===== config.mk =====
export PLATFORM = sky130hd
export DESIGN_NAME = ts_pid_remapper_unit
export DESIGN_NICKNAME = d
export VERILOG_FILES = /design/src/rtl/tpr_pkg.sv /design/src/rtl/tpr_front.sv /design/src/rtl/tpr_cmd_queue.sv /design/src/rtl/tpr_back.sv /design/src/rtl/ts_pid_remapper_unit.sv
export SDC_FILE = /design/constraint.sdc
export NUM_CORES = 1
export LEC_CHECK = 0
export BUFFER_PORTS_ARGS = -buffer_cell sky130_fd_sc_hd__clkbuf_2
export CORE_MARGIN = 8
export CORE_UTILIZATION = 40
export CTS_CLUSTER_SIZE = 8
export DETAILED_ROUTE_END_ITERATION = 16
export PLACE_DENSITY = 0.56
export SKIP_LAST_GASP = 1
export SYNTH_ARGS = -nofsm -noshare
export SYNTH_HDL_FRONTEND = slang
export SYNTH_HIERARCHICAL = 1
export SYNTH_SLANG_ARGS = --single-unit

===== constraint.sdc =====
create_clock -name i_clk -period 2.9 [get_ports i_clk]
set_input_delay 0.58 -clock i_clk [delete_from_list [all_inputs] [get_ports i_clk]]
set_output_delay 0.58 -clock i_clk [all_outputs]
set_load 0.05 [all_outputs]

===== src/rtl/tpr_pkg.sv =====
`timescale 1ns / 1ps
// ----------------------------------------------------------------------------
// tpr_pkg: shared definitions for the transport stream PID remapper
// Packet geometry, PID constants, configuration register indexes, the
// per-byte command passed from front end to back end, and the PAT/PMT tables.
// ----------------------------------------------------------------------------
package tpr_pkg;

    localparam int PACKET_BYTES = 188;
    localparam int POS_W        = 8;
    localparam int PID_W        = 13;
    localparam int QUEUE_DEPTH  = 4;

    localparam int CFG_IDX_W  = 8;
    localparam int CFG_DATA_W = 16;

    localparam logic [CFG_IDX_W-1:0] REG_VIDEO_PID = 8'd0;
    localparam logic [CFG_IDX_W-1:0] REG_AUDIO_PID = 8'd1;

    localparam logic [CFG_DATA_W-1:0] PID_MASK = 16'h1FFF;
    localparam logic [7:0]            KEEP_MASK = 8'hE0;

    localparam logic [PID_W-1:0] PID_PAT         = 13'd0;
    localparam logic [PID_W-1:0] NEW_VIDEO_PID   = 13'd4001;
    localparam logic [PID_W-1:0] NEW_AUDIO_PID   = 13'd4002;
    localparam logic [PID_W-1:0] RESET_VIDEO_PID = 13'd4001;
    localparam logic [PID_W-1:0] RESET_AUDIO_PID = 13'd4002;

    typedef enum logic [1:0] {
        ACT_PASS = 2'd0,
        ACT_PAT  = 2'd1,
        ACT_PMT  = 2'd2
    } t_action;

    typedef struct packed {
        t_action          action;
        logic [POS_W-1:0] outpos;
        logic [7:0]       data;
    } t_cmd;

    typedef struct packed {
        logic                  valid;
        logic [CFG_IDX_W-1:0]  index;
        logic [CFG_DATA_W-1:0] data;
    } t_cfg_wr;

    localparam int PAT_LEN   = 37;
    localparam int PMT_LEN   = 50;
    localparam int ROM_IDX_W = $clog2(PMT_LEN);

    localparam logic [7:0] PAT_ROM [PAT_LEN] = '{
        8'h47, 8'h40, 8'h00, 8'h13, 8'h00, 8'h00, 8'hB0, 8'h1D, 8'h00, 8'h20,
        8'hDD, 8'h00, 8'h00, 8'h00, 8'h00, 8'hE0, 8'h10, 8'h01, 8'h90, 8'hEF,
        8'hA0, 8'h01, 8'h91, 8'hEF, 8'hAA, 8'h01, 8'h92, 8'hEF, 8'hB4, 8'h01,
        8'h93, 8'hEF, 8'hBE, 8'hE2, 8'hE6, 8'hC1, 8'h15
    };

    localparam logic [7:0] PMT_ROM [PMT_LEN] = '{
        8'h47, 8'h4F, 8'hA0, 8'h15, 8'h00, 8'h02, 8'hB0, 8'h2A, 8'h01, 8'h90,
        8'hC3, 8'h00, 8'h00, 8'hEF, 8'hA1, 8'hF0, 8'h00, 8'h1B, 8'hEF, 8'hA1,
        8'hF0, 8'h00, 8'h11, 8'hEF, 8'hA2, 8'hF0, 8'h07, 8'h1C, 8'h01, 8'h58,
        8'h7C, 8'h02, 8'h58, 8'h00, 8'h11, 8'hEF, 8'hA3, 8'hF0, 8'h07, 8'h1C,
        8'h01, 8'h58, 8'h7C, 8'h02, 8'h58, 8'h00, 8'h90, 8'hB2, 8'h3F, 8'hD6
    };

    // Byte of a replacement packet at a given position; padding is 0xFF.
    function automatic logic [7:0] rom_byte(t_action act, logic [POS_W-1:0] pos);
        logic [7:0] b;
        b = 8'hFF;
        case (act)
            ACT_PAT: begin
                if (pos < POS_W'(PAT_LEN)) begin
                    b = PAT_ROM[pos[ROM_IDX_W-1:0]];
                end
            end
            ACT_PMT: begin
                if (pos < POS_W'(PMT_LEN)) begin
                    b = PMT_ROM[pos[ROM_IDX_W-1:0]];
                end
            end
            default: b = 8'hFF;
        endcase
        return b;
    endfunction

endpackage


===== src/rtl/tpr_front.sv =====
`timescale 1ns / 1ps
// ----------------------------------------------------------------------------
// tpr_front: byte tracking and packet classification
// Holds the configuration registers, packet position and two-byte delay line,
// decides the packet action at header byte 2 and emits one command per byte.
// ----------------------------------------------------------------------------
module tpr_front (
    input  logic                      i_clk,
    input  logic                      i_rst_n,
    input  tpr_pkg::t_cfg_wr          i_cfg,
    input  logic                      i_accept,
    input  logic [7:0]                i_in_byte,
    output logic                      o_cmd_push,
    output tpr_pkg::t_cmd             o_cmd
);

    logic [tpr_pkg::PID_W-1:0] r_video_pid, n_video_pid;
    logic [tpr_pkg::PID_W-1:0] r_audio_pid, n_audio_pid;
    logic [tpr_pkg::POS_W-1:0] r_pos, n_pos;
    logic [7:0]                r_d0, n_d0;
    logic [7:0]                r_d1, n_d1;
    tpr_pkg::t_action          r_action, n_action;
    logic [1:0]                r_fill, n_fill;

    logic [tpr_pkg::PID_W-1:0] pid;
    logic [7:0]                byte_in;
    logic [tpr_pkg::POS_W-1:0] outpos;
    logic                      hdr_pid;

    assign pid     = {r_d0[4:0], i_in_byte};
    assign hdr_pid = (r_pos == tpr_pkg::POS_W'(2));

    always_comb begin
        n_video_pid = r_video_pid;
        n_audio_pid = r_audio_pid;
        if (i_cfg.valid) begin
            if (i_cfg.index == tpr_pkg::REG_VIDEO_PID) begin
                n_video_pid = tpr_pkg::PID_W'(i_cfg.data & tpr_pkg::PID_MASK);
            end else if (i_cfg.index == tpr_pkg::REG_AUDIO_PID) begin
                n_audio_pid = tpr_pkg::PID_W'(i_cfg.data & tpr_pkg::PID_MASK);
            end
        end
    end

    always_comb begin
        n_action = r_action;
        n_d0     = r_d0;
        byte_in  = i_in_byte;
        if (hdr_pid) begin
            n_action = tpr_pkg::ACT_PASS;
            if (pid == tpr_pkg::PID_PAT) begin
                n_action = tpr_pkg::ACT_PAT;
            end else if (r_video_pid != '0 && pid == r_video_pid - 1'b1) begin
                n_action = tpr_pkg::ACT_PMT;
            end else if (pid == r_video_pid) begin
                n_d0    = (r_d0 & tpr_pkg::KEEP_MASK) | {3'b000, tpr_pkg::NEW_VIDEO_PID[12:8]};
                byte_in = tpr_pkg::NEW_VIDEO_PID[7:0];
            end else if (pid == r_audio_pid) begin
                n_d0    = (r_d0 & tpr_pkg::KEEP_MASK) | {3'b000, tpr_pkg::NEW_AUDIO_PID[12:8]};
                byte_in = tpr_pkg::NEW_AUDIO_PID[7:0];
            end
        end

        // The outgoing byte sits two positions behind the incoming one.
        if (r_pos >= tpr_pkg::POS_W'(2)) begin
            outpos = r_pos - tpr_pkg::POS_W'(2);
        end else begin
            outpos = r_pos + tpr_pkg::POS_W'(tpr_pkg::PACKET_BYTES - 2);
        end

        n_d1   = n_d0;
        n_d0   = byte_in;
        n_pos  = (r_pos == tpr_pkg::POS_W'(tpr_pkg::PACKET_BYTES - 1)) ? '0 : r_pos + 1'b1;
        n_fill = (r_fill == 2'd2) ? r_fill : r_fill + 1'b1;
    end

    assign o_cmd_push    = i_accept && (r_fill == 2'd2);
    assign o_cmd.action  = n_action;
    assign o_cmd.outpos  = outpos;
    assign o_cmd.data    = r_d1;

    always_ff @(posedge i_clk) begin
        if (!i_rst_n) begin
            r_video_pid <= tpr_pkg::RESET_VIDEO_PID;
            r_audio_pid <= tpr_pkg::RESET_AUDIO_PID;
            r_pos       <= '0;
            r_d0        <= '0;
            r_d1        <= '0;
            r_action    <= tpr_pkg::ACT_PASS;
            r_fill      <= '0;
        end else begin
            r_video_pid <= n_video_pid;
            r_audio_pid <= n_audio_pid;
            if (i_accept) begin
                r_pos    <= n_pos;
                r_d0     <= n_d0;
                r_d1     <= n_d1;
                r_action <= n_action;
                r_fill   <= n_fill;
            end
        end
    end

endmodule


===== src/rtl/tpr_cmd_queue.sv =====
`timescale 1ns / 1ps
// ----------------------------------------------------------------------------
// tpr_cmd_queue: command queue between front end and back end
// A small register queue; a full queue stops the front end only.
// ----------------------------------------------------------------------------
module tpr_cmd_queue #(
    parameter int DEPTH = tpr_pkg::QUEUE_DEPTH
) (
    input  logic          i_clk,
    input  logic          i_rst_n,
    input  logic          i_wr,
    input  tpr_pkg::t_cmd i_wr_data,
    output logic          o_full,
    input  logic          i_rd,
    output tpr_pkg::t_cmd o_rd_data,
    output logic          o_empty
);

    localparam int PTR_W = $clog2(DEPTH);
    localparam int CNT_W = $clog2(DEPTH + 1);

    tpr_pkg::t_cmd    r_mem [DEPTH];
    logic [PTR_W-1:0] r_wr_ptr, r_rd_ptr;
    logic [CNT_W-1:0] r_count;
    logic             do_wr, do_rd;

    assign o_full    = (r_count == CNT_W'(DEPTH));
    assign o_empty   = (r_count == '0);
    assign do_wr     = i_wr && !o_full;
    assign do_rd     = i_rd && !o_empty;
    assign o_rd_data = r_mem[r_rd_ptr];

    always_ff @(posedge i_clk) begin
        if (do_wr) begin
            r_mem[r_wr_ptr] <= i_wr_data;
        end
    end

    always_ff @(posedge i_clk) begin
        if (!i_rst_n) begin
            r_wr_ptr <= '0;
            r_rd_ptr <= '0;
            r_count  <= '0;
        end else begin
            if (do_wr) begin
                r_wr_ptr <= (r_wr_ptr == PTR_W'(DEPTH - 1)) ? '0 : r_wr_ptr + 1'b1;
            end
            if (do_rd) begin
                r_rd_ptr <= (r_rd_ptr == PTR_W'(DEPTH - 1)) ? '0 : r_rd_ptr + 1'b1;
            end
            case ({do_wr, do_rd})
                2'b10:   r_count <= r_count + 1'b1;
                2'b01:   r_count <= r_count - 1'b1;
                default: r_count <= r_count;
            endcase
        end
    end

endmodule


===== src/rtl/tpr_back.sv =====
`timescale 1ns / 1ps
// ----------------------------------------------------------------------------
// tpr_back: output byte generation
// Turns a command into the output byte (pass-through or table byte) and holds
// it in the output register until the receiver takes it.
// ----------------------------------------------------------------------------
module tpr_back (
    input  logic          i_clk,
    input  logic          i_rst_n,
    input  logic          i_cmd_valid,
    input  tpr_pkg::t_cmd i_cmd,
    output logic          o_cmd_pop,
    input  logic          i_pop,
    output logic          o_empty,
    output logic [7:0]    o_out_byte,
    output logic          o_packet_end
);

    logic       r_valid;
    logic [7:0] r_byte, n_byte;
    logic       r_end, n_end;

    assign o_cmd_pop = i_cmd_valid && (!r_valid || i_pop);

    always_comb begin
        if (i_cmd.action == tpr_pkg::ACT_PASS) begin
            n_byte = i_cmd.data;
        end else begin
            n_byte = tpr_pkg::rom_byte(i_cmd.action, i_cmd.outpos);
        end
        n_end = (i_cmd.outpos == tpr_pkg::POS_W'(tpr_pkg::PACKET_BYTES - 1));
    end

    always_ff @(posedge i_clk) begin
        if (!i_rst_n) begin
            r_valid <= 1'b0;
        end else if (o_cmd_pop) begin
            r_valid <= 1'b1;
        end else if (i_pop) begin
            r_valid <= 1'b0;
        end
    end

    always_ff @(posedge i_clk) begin
        if (o_cmd_pop) begin
            r_byte <= n_byte;
            r_end  <= n_end;
        end
    end

    assign o_empty      = !r_valid;
    assign o_out_byte   = r_byte;
    assign o_packet_end = r_end;

endmodule


===== src/rtl/ts_pid_remapper_unit.sv =====
`timescale 1ns / 1ps
// ----------------------------------------------------------------------------
// ts_pid_remapper_unit: MPEG transport stream PID remapper
// Rewrites the video and audio PIDs of an aligned stream and replaces PAT and
// PMT packets with fixed tables, one byte per transfer.
// ----------------------------------------------------------------------------
// Usage:
//   Input side: drive the next stream byte on i_in_byte and raise push; the
//   transfer happens on a clock edge with push high and full low. The first
//   byte after reset must be the sync byte of a 188-byte packet.
//   Output side: while empty is low, o_out_byte and o_packet_end carry the
//   oldest result; raising pop completes its transfer. o_packet_end marks the
//   last byte of each output packet.
//   Configuration: i_cfg_index 0 selects the video PID, 1 the audio PID; a
//   transfer with i_cfg_valid and o_cfg_ready writes the low 13 bits of
//   i_cfg_data. Other indexes are ignored. Write only while the block is idle.
//   Delay: the stream is delayed by two bytes; the first two input bytes give
//   no output. Each byte passes the command queue and output register. The
//   rate is one byte per cycle in both directions while pop stays high.
//   Reset clears the position, delay line, queue and output register and
//   loads the PID registers with 4001 and 4002. If the receiver stalls, the
//   command queue fills and full rises after QUEUE_DEPTH more bytes.
// ----------------------------------------------------------------------------
module ts_pid_remapper_unit #(
    parameter int QUEUE_DEPTH = tpr_pkg::QUEUE_DEPTH
) (
    input  logic                           i_clk,
    input  logic                           i_rst_n,
    input  logic                           push,
    output logic                           full,
    input  logic [7:0]                     i_in_byte,
    output logic                           empty,
    input  logic                           pop,
    output logic [7:0]                     o_out_byte,
    output logic                           o_packet_end,
    input  logic                           i_cfg_valid,
    output logic                           o_cfg_ready,
    input  logic [tpr_pkg::CFG_IDX_W-1:0]  i_cfg_index,
    input  logic [tpr_pkg::CFG_DATA_W-1:0] i_cfg_data
);

    tpr_pkg::t_cfg_wr cfg_wr;
    tpr_pkg::t_cmd    push_cmd;
    tpr_pkg::t_cmd    head_cmd;
    logic             cmd_push;
    logic             cmd_pop;
    logic             queue_empty;
    logic             in_accept;

    // Configuration registers are plain flops, so every write is taken at once.
    assign o_cfg_ready  = 1'b1;
    assign cfg_wr.valid = i_cfg_valid;
    assign cfg_wr.index = i_cfg_index;
    assign cfg_wr.data  = i_cfg_data;

    // A byte is taken whenever the queue has room, independent of the output.
    assign in_accept = push && !full;

    tpr_front u_front (
        .i_clk      (i_clk),
        .i_rst_n    (i_rst_n),
        .i_cfg      (cfg_wr),
        .i_accept   (in_accept),
        .i_in_byte  (i_in_byte),
        .o_cmd_push (cmd_push),
        .o_cmd      (push_cmd)
    );

    tpr_cmd_queue #(
        .DEPTH (QUEUE_DEPTH)
    ) u_queue (
        .i_clk     (i_clk),
        .i_rst_n   (i_rst_n),
        .i_wr      (cmd_push),
        .i_wr_data (push_cmd),
        .o_full    (full),
        .i_rd      (cmd_pop),
        .o_rd_data (head_cmd),
        .o_empty   (queue_empty)
    );

    tpr_back u_back (
        .i_clk        (i_clk),
        .i_rst_n      (i_rst_n),
        .i_cmd_valid  (!queue_empty),
        .i_cmd        (head_cmd),
        .o_cmd_pop    (cmd_pop),
        .i_pop        (pop),
        .o_empty      (empty),
        .o_out_byte   (o_out_byte),
        .o_packet_end (o_packet_end)
    );

endmodule


# Word level (Yosys, flattened, before mapping)
# Memories as Yosys holds them, arrays and structs flattened. A register that Yosys moved wholly into a read port is not among the register bits.
# Index checks and enable logic that the tools add are counted.
[totals] in_bits=37 mem_bits_ro=1024 wordCells=99 output_inout_bits=12 ram_bits=72 mem_count=3 ff_bits=71
[op_classes] n_lt_le_gt_ge=4 reduce_logical=20 n_addsub=9 bitwise=3 n_eq_ne=15 muxes=32
[mem_list] memory="(no name shown)" depth=64 width=8 read_ports=1 rd_ports_with_merged_regs=0 write_ports=0 line="tpr_pkg.sv:78" text="b = PMT_ROM[pos[ROM_IDX_W-1:0]];"
[mem_list] memory="(no name shown)" depth=64 width=8 read_ports=1 rd_ports_with_merged_regs=0 write_ports=0 line="tpr_pkg.sv:73" text="b = PAT_ROM[pos[ROM_IDX_W-1:0]];"
[mem_list] memory="u_queue.r_mem" depth=4 width=18 read_ports=1 rd_ports_with_merged_regs=1 write_ports=1 line="tpr_cmd_queue.sv:22" text="tpr_pkg::t_cmd r_mem [DEPTH];"
[ops] op="$mux 8" n=14
[ops] op="$eq 13x13->1" n=3
[ops] op="$mux 5" n=5
[ops] op="$eq 8x8->1 const B" n=2
[ops] op="$lt 8x6->1 const B" n=2
[ops] op="$pmux 8 s2" n=1
[ops] op="$mux 2" n=7
[ops] op="$logic_not 13->1" n=1
[ops] op="$reduce_bool 13->1" n=1
[ops] op="$sub 13x1->13 const B" n=1
[ops] op="$eq 2x2->1 const B" n=5
[ops] op="$add 8x1->8 const B" n=1
[ops] op="$add 8x8->8 const B" n=1
[ops] op="$eq 8x1->1 const B" n=1
[ops] op="$eq 8x2->1 const B" n=1
[ops] op="$ge 8x2->1 const B" n=1
[ops] op="$logic_not 8->1" n=1
[ops] op="$sub 8x2->8 const B" n=1
[ops] op="$ge 7x7->1 const B" n=1
[ops] op="$not 6->7" n=1
[ops] op="$add 2x1->2 const B" n=3
[ops] op="$logic_and 1x1->1" n=6
[ops] op="$pmux 3 s2" n=1
[ops] op="$eq 2x1->1 const B" n=2
[ops] op="12 further kinds" n=20

# Logic depth before layout (Yosys ltp)
[logic_depth] word_depth=7 ltp_mapped=15 ltp_nobuf=11

# Modules after synthesis
# Netlist, hierarchy kept.
[by_module_without_submodules] module="tpr_front" seq_area_each_um2=1081.0 instances=1 cells_per_inst=370 area_each_um2=3243.1
[by_module_without_submodules] module="tpr_cmd_queue" seq_area_each_um2=2342.2 instances=1 cells_per_inst=150 area_each_um2=3133.0
[by_module_without_submodules] module="tpr_back" seq_area_each_um2=290.3 instances=1 cells_per_inst=239 area_each_um2=1815.5
[by_module_without_submodules] module="ts_pid_remapper_unit" seq_area_each_um2=0.0 instances=1 cells_per_inst=4 area_each_um2=28.8

# Least setup slack after synthesis
# OpenSTA, ideal clock, no wires.
[synth_timing] path_type="reg-to-reg" startpoint="register u_queue.r_count[2]" endpoint="register u_queue.r_count[2]" required_time_ns=2.824 setup_ns=0.076 stages_incl_launch_ff=16 synth_period_minus_slack_ns=3.596 path_buffers=4 path_slack_ns=-0.696 arrival_ns=3.520 path_cell_list="dfxtp_1 > nor3b_2 > nor2b_4 > clkbuf_1 > clkbuf_1 > clkbuf_1 > and2_1 > nor2b_1 > buf_2 > inv_1 > ha_1 > inv_1 > fa_1 > xor2_1 > or3_1 > a21boi_0"
[synth_via] elab_chain_cells=7 word_cells_on_any_way=15 classes_between="add/sub (2); eq/ne (3); mux (1); reduce/logical (9)"
[synth_rtl] element="start: declaration" line="tpr_cmd_queue.sv:24" text="logic [CNT_W-1:0] r_count;"
[synth_rtl] element="start signal: assignment" line="tpr_cmd_queue.sv:52" text="2'b10: r_count <= r_count + 1'b1;"
[synth_rtl] element="start signal: assignment" line="tpr_cmd_queue.sv:53" text="2'b01: r_count <= r_count - 1'b1;"
[synth_rtl] element="start signal: assignment" line="tpr_cmd_queue.sv:54" text="default: r_count <= r_count;"
[synth_rtl] element="$eq 3x3->1 (*)" line="tpr_cmd_queue.sv:27" text="assign o_full = (r_count == CNT_W'(DEPTH));"
[synth_rtl] element="named net full" line="ts_pid_remapper_unit.sv:30" text="output logic full,"
[synth_rtl] element="$logic_not 1->1 (*)" line="ts_pid_remapper_unit.sv:57" text="assign in_accept = push && !full;"
[synth_rtl] element="$logic_and 1x1->1 (*)" line="ts_pid_remapper_unit.sv:57"
[synth_rtl] element="named net in_accept" line="ts_pid_remapper_unit.sv:48" text="logic in_accept;"
[synth_rtl] element="$logic_and 1x1->1 (*)" line="tpr_front.sv:77" text="assign o_cmd_push = i_accept && (r_fill == 2'd2);"
[synth_rtl] element="named net cmd_push" line="ts_pid_remapper_unit.sv:45" text="logic cmd_push;"
[synth_rtl] element="$logic_and 1x1->1 (*)" line="tpr_cmd_queue.sv:29" text="assign do_wr = i_wr && !o_full;"
[synth_rtl] element="$eq 2x1->1 / $eq 2x2->1 (equally long branches)" line="tpr_cmd_queue.sv:51" text="case ({do_wr, do_rd})"
[synth_rtl] element="$pmux 3 s2 / $reduce_bool 2->1 (equally long branches)"
# The timed path passes the listed nets; every way through them passes the cells marked *.
# A chain may end at the register's enable or synchronous reset.

==> results.toml <==
[logic_synthesis]
netlist_area_mm2 = 0.008220
ys_seq_area_share_pct = 45.18
synth_flop_cell = "edfxtp_1"
synth_nets = 821
avgSynthCellArea_um2 = 10.77
async_flop_share_pct = 0
syn_inst = 763
synth_cell_types = 85
synth_edf_count = 81
ys_ff_latch = 145
yosysWarningCount = 6

[critical_path]
worstPathArrival_ns = 2.98
cpPeakStageDelay_ns = 0.56
crit_path_end_kind = "flip-flop"
r2r_cells = 7
critPathLaunchType = "flip-flop"
cp_max_fo = 5
ff2ff_setup_slack_ns = 0.08
crit_type = "reg2reg"
path_cells = "mux4_2 > ha_1 > or2b_1 > o211ai_1 > a21boi_0 > o41a_1 > o32a_1"
slowest_stage = "mux4_2"
r2r-end = "u_back/o_out_byte[4]"
crit_required_ns = 3.06

[timing]
period_minus_slack_ns = 2.822
worstMarginPinSlew_ns = 0.9895
worst_slack_ns = 0.07792
relSlewSlack_pct = 33.47
slew_viol_final = 0
finalCritPeriodShare_pct = 97.31
fmax_mhz = 354.3
setup_viol = 0
fin_skew_ns = 0.01050
whs_ns = 0.3833
hold_viol_final = 0

[global_routing]
grt_pass1_wl_um = 34090
track_usage_pct = 16.71
grt_max_degree = 35
overflow = 0
grt_antenna_before_repair = 0
grt_pass1_vias = 6537

[finish]
finalNonFillerCells = 1140
drive_above_1_share_pct = 24.48
multi_input_area_mm2 = 0.004123
diodes = 0
seq_area_mm2 = 0.003722
fillers = 1842
nets = 915
layout_commonest_cell = "buf_4"
syn2layout_area_growth_pct = 19.07
postLayoutCellArea_mm2 = 0.009788
final_cell_mix = "88 x buf_4, 81 x edfxtp_1, 61 x dfxtp_1, 54 x nand2_1, 44 x clkbuf_2"

[clocking]
numClockSinks = 145
clock_latency_ns = 0.42
root_buffer = "clkbuf_16"
cts_buffer_depth = 2
cts_tree = "done"
clkTransAtPathRegs_ns = 0.06
h-tree-depth = 4
cts_buffers = 17

[worst_hold_path]
min_path_type = "in2reg"
hold_depth = 3
whs_endpoint = "u_front/r_audio_pid[8]"
holdCritStartpoint = "i_cfg_data[8]"

[pwr]
internal_power_mw = 3.800
pwr-share-seq_pct = 44.7
power_leakage_nw = 3.672
p_sw_share_pct = 25.21
ir_worst_vdd_mv = 0.3486
pwr_density_cell_mw_per_mm2 = 519.1
total_power_mw = 5.081
clkPwrFrac_pct = 42.8
combinationalPowerShare_pct = 12.5
switching_power_mw = 1.281

[drt]
wire_per_inst_um = 18.37
num_vias = 6296
drc_errors = 0
drtIter0Drc = 321
dr.pass1.iters = 5
viasPerCell = 5.523
ant_nets = 0
wl_um = 20940

[placement]
placedCellCount = 1104
dp_slack_ns = -0.05400
gp_congestion = 0.8913
dp_hpwl_um = 15950
io_buffer_count = 44
dpl-instance-area_mm2 = 0.009136

[floorplanning]
die_w_um = 159.4
io_pins = 49
core_mm2 = 0.02023
dieArea_mm2 = 0.02539
dieHeight_um = 159.4
row_count = 52
initial_core_util_pct = 40.63

[run_status]
status = "finished, final reports clean"

[run]
maxCapViolations = 0
[critical path: cells and delay by family (launching register included)]
| kind | cells | cell delay [ns] |
|---|---|---|
| AOI/OAI and AO/OA | 4 | 1.10 |
| DFF | 1 | 0.38 |
| adders and majority gates | 1 | 0.27 |
| muxes | 1 | 0.56 |
| and+or+nand+nor | 1 | 0.26 |
[layout make-up]
| cell class | instances | share of cell area, % |
|---|---|---|
| multi-input combinational | 526 | 42.12 |
| sequential | 145 | 38.03 |
| timing repair buffer | 132 | 8.999 |
| clock buffer | 19 | 4.525 |
| tap | 270 | 3.451 |
| clock inverter | 13 | 1.534 |
| inverter | 35 | 1.342 |
[Yosys cell counts, types with 3 or more instances]
cell / number / area [um2]
a211o_1: 4 / 35.03
nor2b_1: 29 / 181.4
nor4_1: 11 / 68.82
a21boi_0: 12 / 90.09
nor4b_1: 3 / 26.28
clkbuf_1: 31 / 116.4
o211ai_1: 20 / 150.1
nand4_1: 8 / 50.05
mux4_1: 8 / 210.2
nand2_1: 54 / 202.7
buf_6: 5 / 56.30
a31oi_1: 7 / 43.79
a21o_1: 5 / 37.54
nand2b_1: 11 / 68.82
ha_1: 20 / 250.2
or4_1: 6 / 45.04
o21ai_1: 4 / 20.02
o31ai_1: 6 / 45.04
nor2_1: 32 / 120.1
nor3b_1: 6 / 45.04
o21ai_0: 30 / 150.1
or3_1: 6 / 37.54
edfxtp_1: 81 / 2432
o211a_1: 5 / 50.05
or2_2: 5 / 31.28
buf_2: 15 / 75.07
dfxtp_1: 64 / 1281
o311ai_0: 4 / 35.03
mux2i_1: 33 / 330.3
inv_1: 35 / 131.4
a31o_1: 6 / 52.55
and2_1: 11 / 68.82
mux4_2: 11 / 247.7
a32oi_1: 3 / 26.28
and3_1: 4 / 25.02
xnor2_1: 27 / 236.5
o21a_1: 11 / 82.58
a21oi_1: 15 / 75.07
xor2_1: 19 / 166.4
nand3_1: 19 / 95.09
a31oi_2: 5 / 62.56
mux2_2: 6 / 67.56
a221o_1: 3 / 30.03
nor3_1: 10 / 50.05
[worst max path at each step]
stage          cells after the start              endpoint  slack, ns
2_1_floorplan                     15    u_queue/r_count[2]      -0.16
3_3_place_gp                       7  u_back/o_out_byte[4]      -0.02
3_5_place_dp                       7  u_back/o_out_byte[4]      -0.05
4_1_cts                            7  u_queue/r_mem[1][17]       0.02
5_1_grt                            8  u_queue/r_mem[0][17]     -0.007
6_report                           7  u_back/o_out_byte[4]       0.08
[flip-flops by register name (all words and copies together) (netlist names), 3 cells and up, named ones only]
register and count:
u_front/r_pos 8, u_queue/r_count 3, u_back/o_out_byte 8, u_front/r_video_pid 13, u_front/r_d0 8, u_queue/r_mem 72, u_front/r_d1 8, u_front/r_audio_pid 13
[cell families after synthesis]
| kind of cell | after synthesis | share of synthesized area [%] |
|---|---|---|
| mux | 58 | 10.41 |
| simple gates | 234 | 15.80 |
| compound gates | 166 | 14.99 |
| xor+xnor | 46 | 4.901 |
| other cells | 1 | 0.04562 |
| flops | 145 | 45.18 |
| buf+inv | 92 | 5.388 |
| fa+ha+maj | 21 | 3.288 |
[per-stage QoR]
step | util, % | TNS [ns]
finish | 48.37 | 0
global route | 48.37 | -0.02210
CTS | 48.09 | 0
detailed placement | 45.15 | -0.05400
global placement | 45.15 | -0.02052
floorplan | - | -0.1735
[layer usage]
metal	global-route usage [%]	vias to the layer above	share of wire (%)
li1	-	3015	-
met1	19.48	3100	43
met2	28.92	146	50
met3	3.930	35	3.9
met4	7.161	0	2.8
met5	0	-	0
[power by group through the flow]
stage	Clock (mW)	Sequential, mW	Combinational [mW]
floorplan	0	2.33	0.400
global placement	0	2.31	0.625
detailed placement	0	2.32	0.631
CTS	2.22	2.27	0.633
global route	2.33	2.28	0.697
finish	2.17	2.27	0.636
[what timing repair did]
action | CTS | global route
resized for setup | 1 | 8
setup buffers | 0 | 4
setup endpoints to repair | 1 | 13
cloned | 0 | 0
endpoints found under the hold margin | 0 | 0
pin swaps | 0 | 5
hold buffers | 0 | 0
Power figures use the tool's default switching activity.
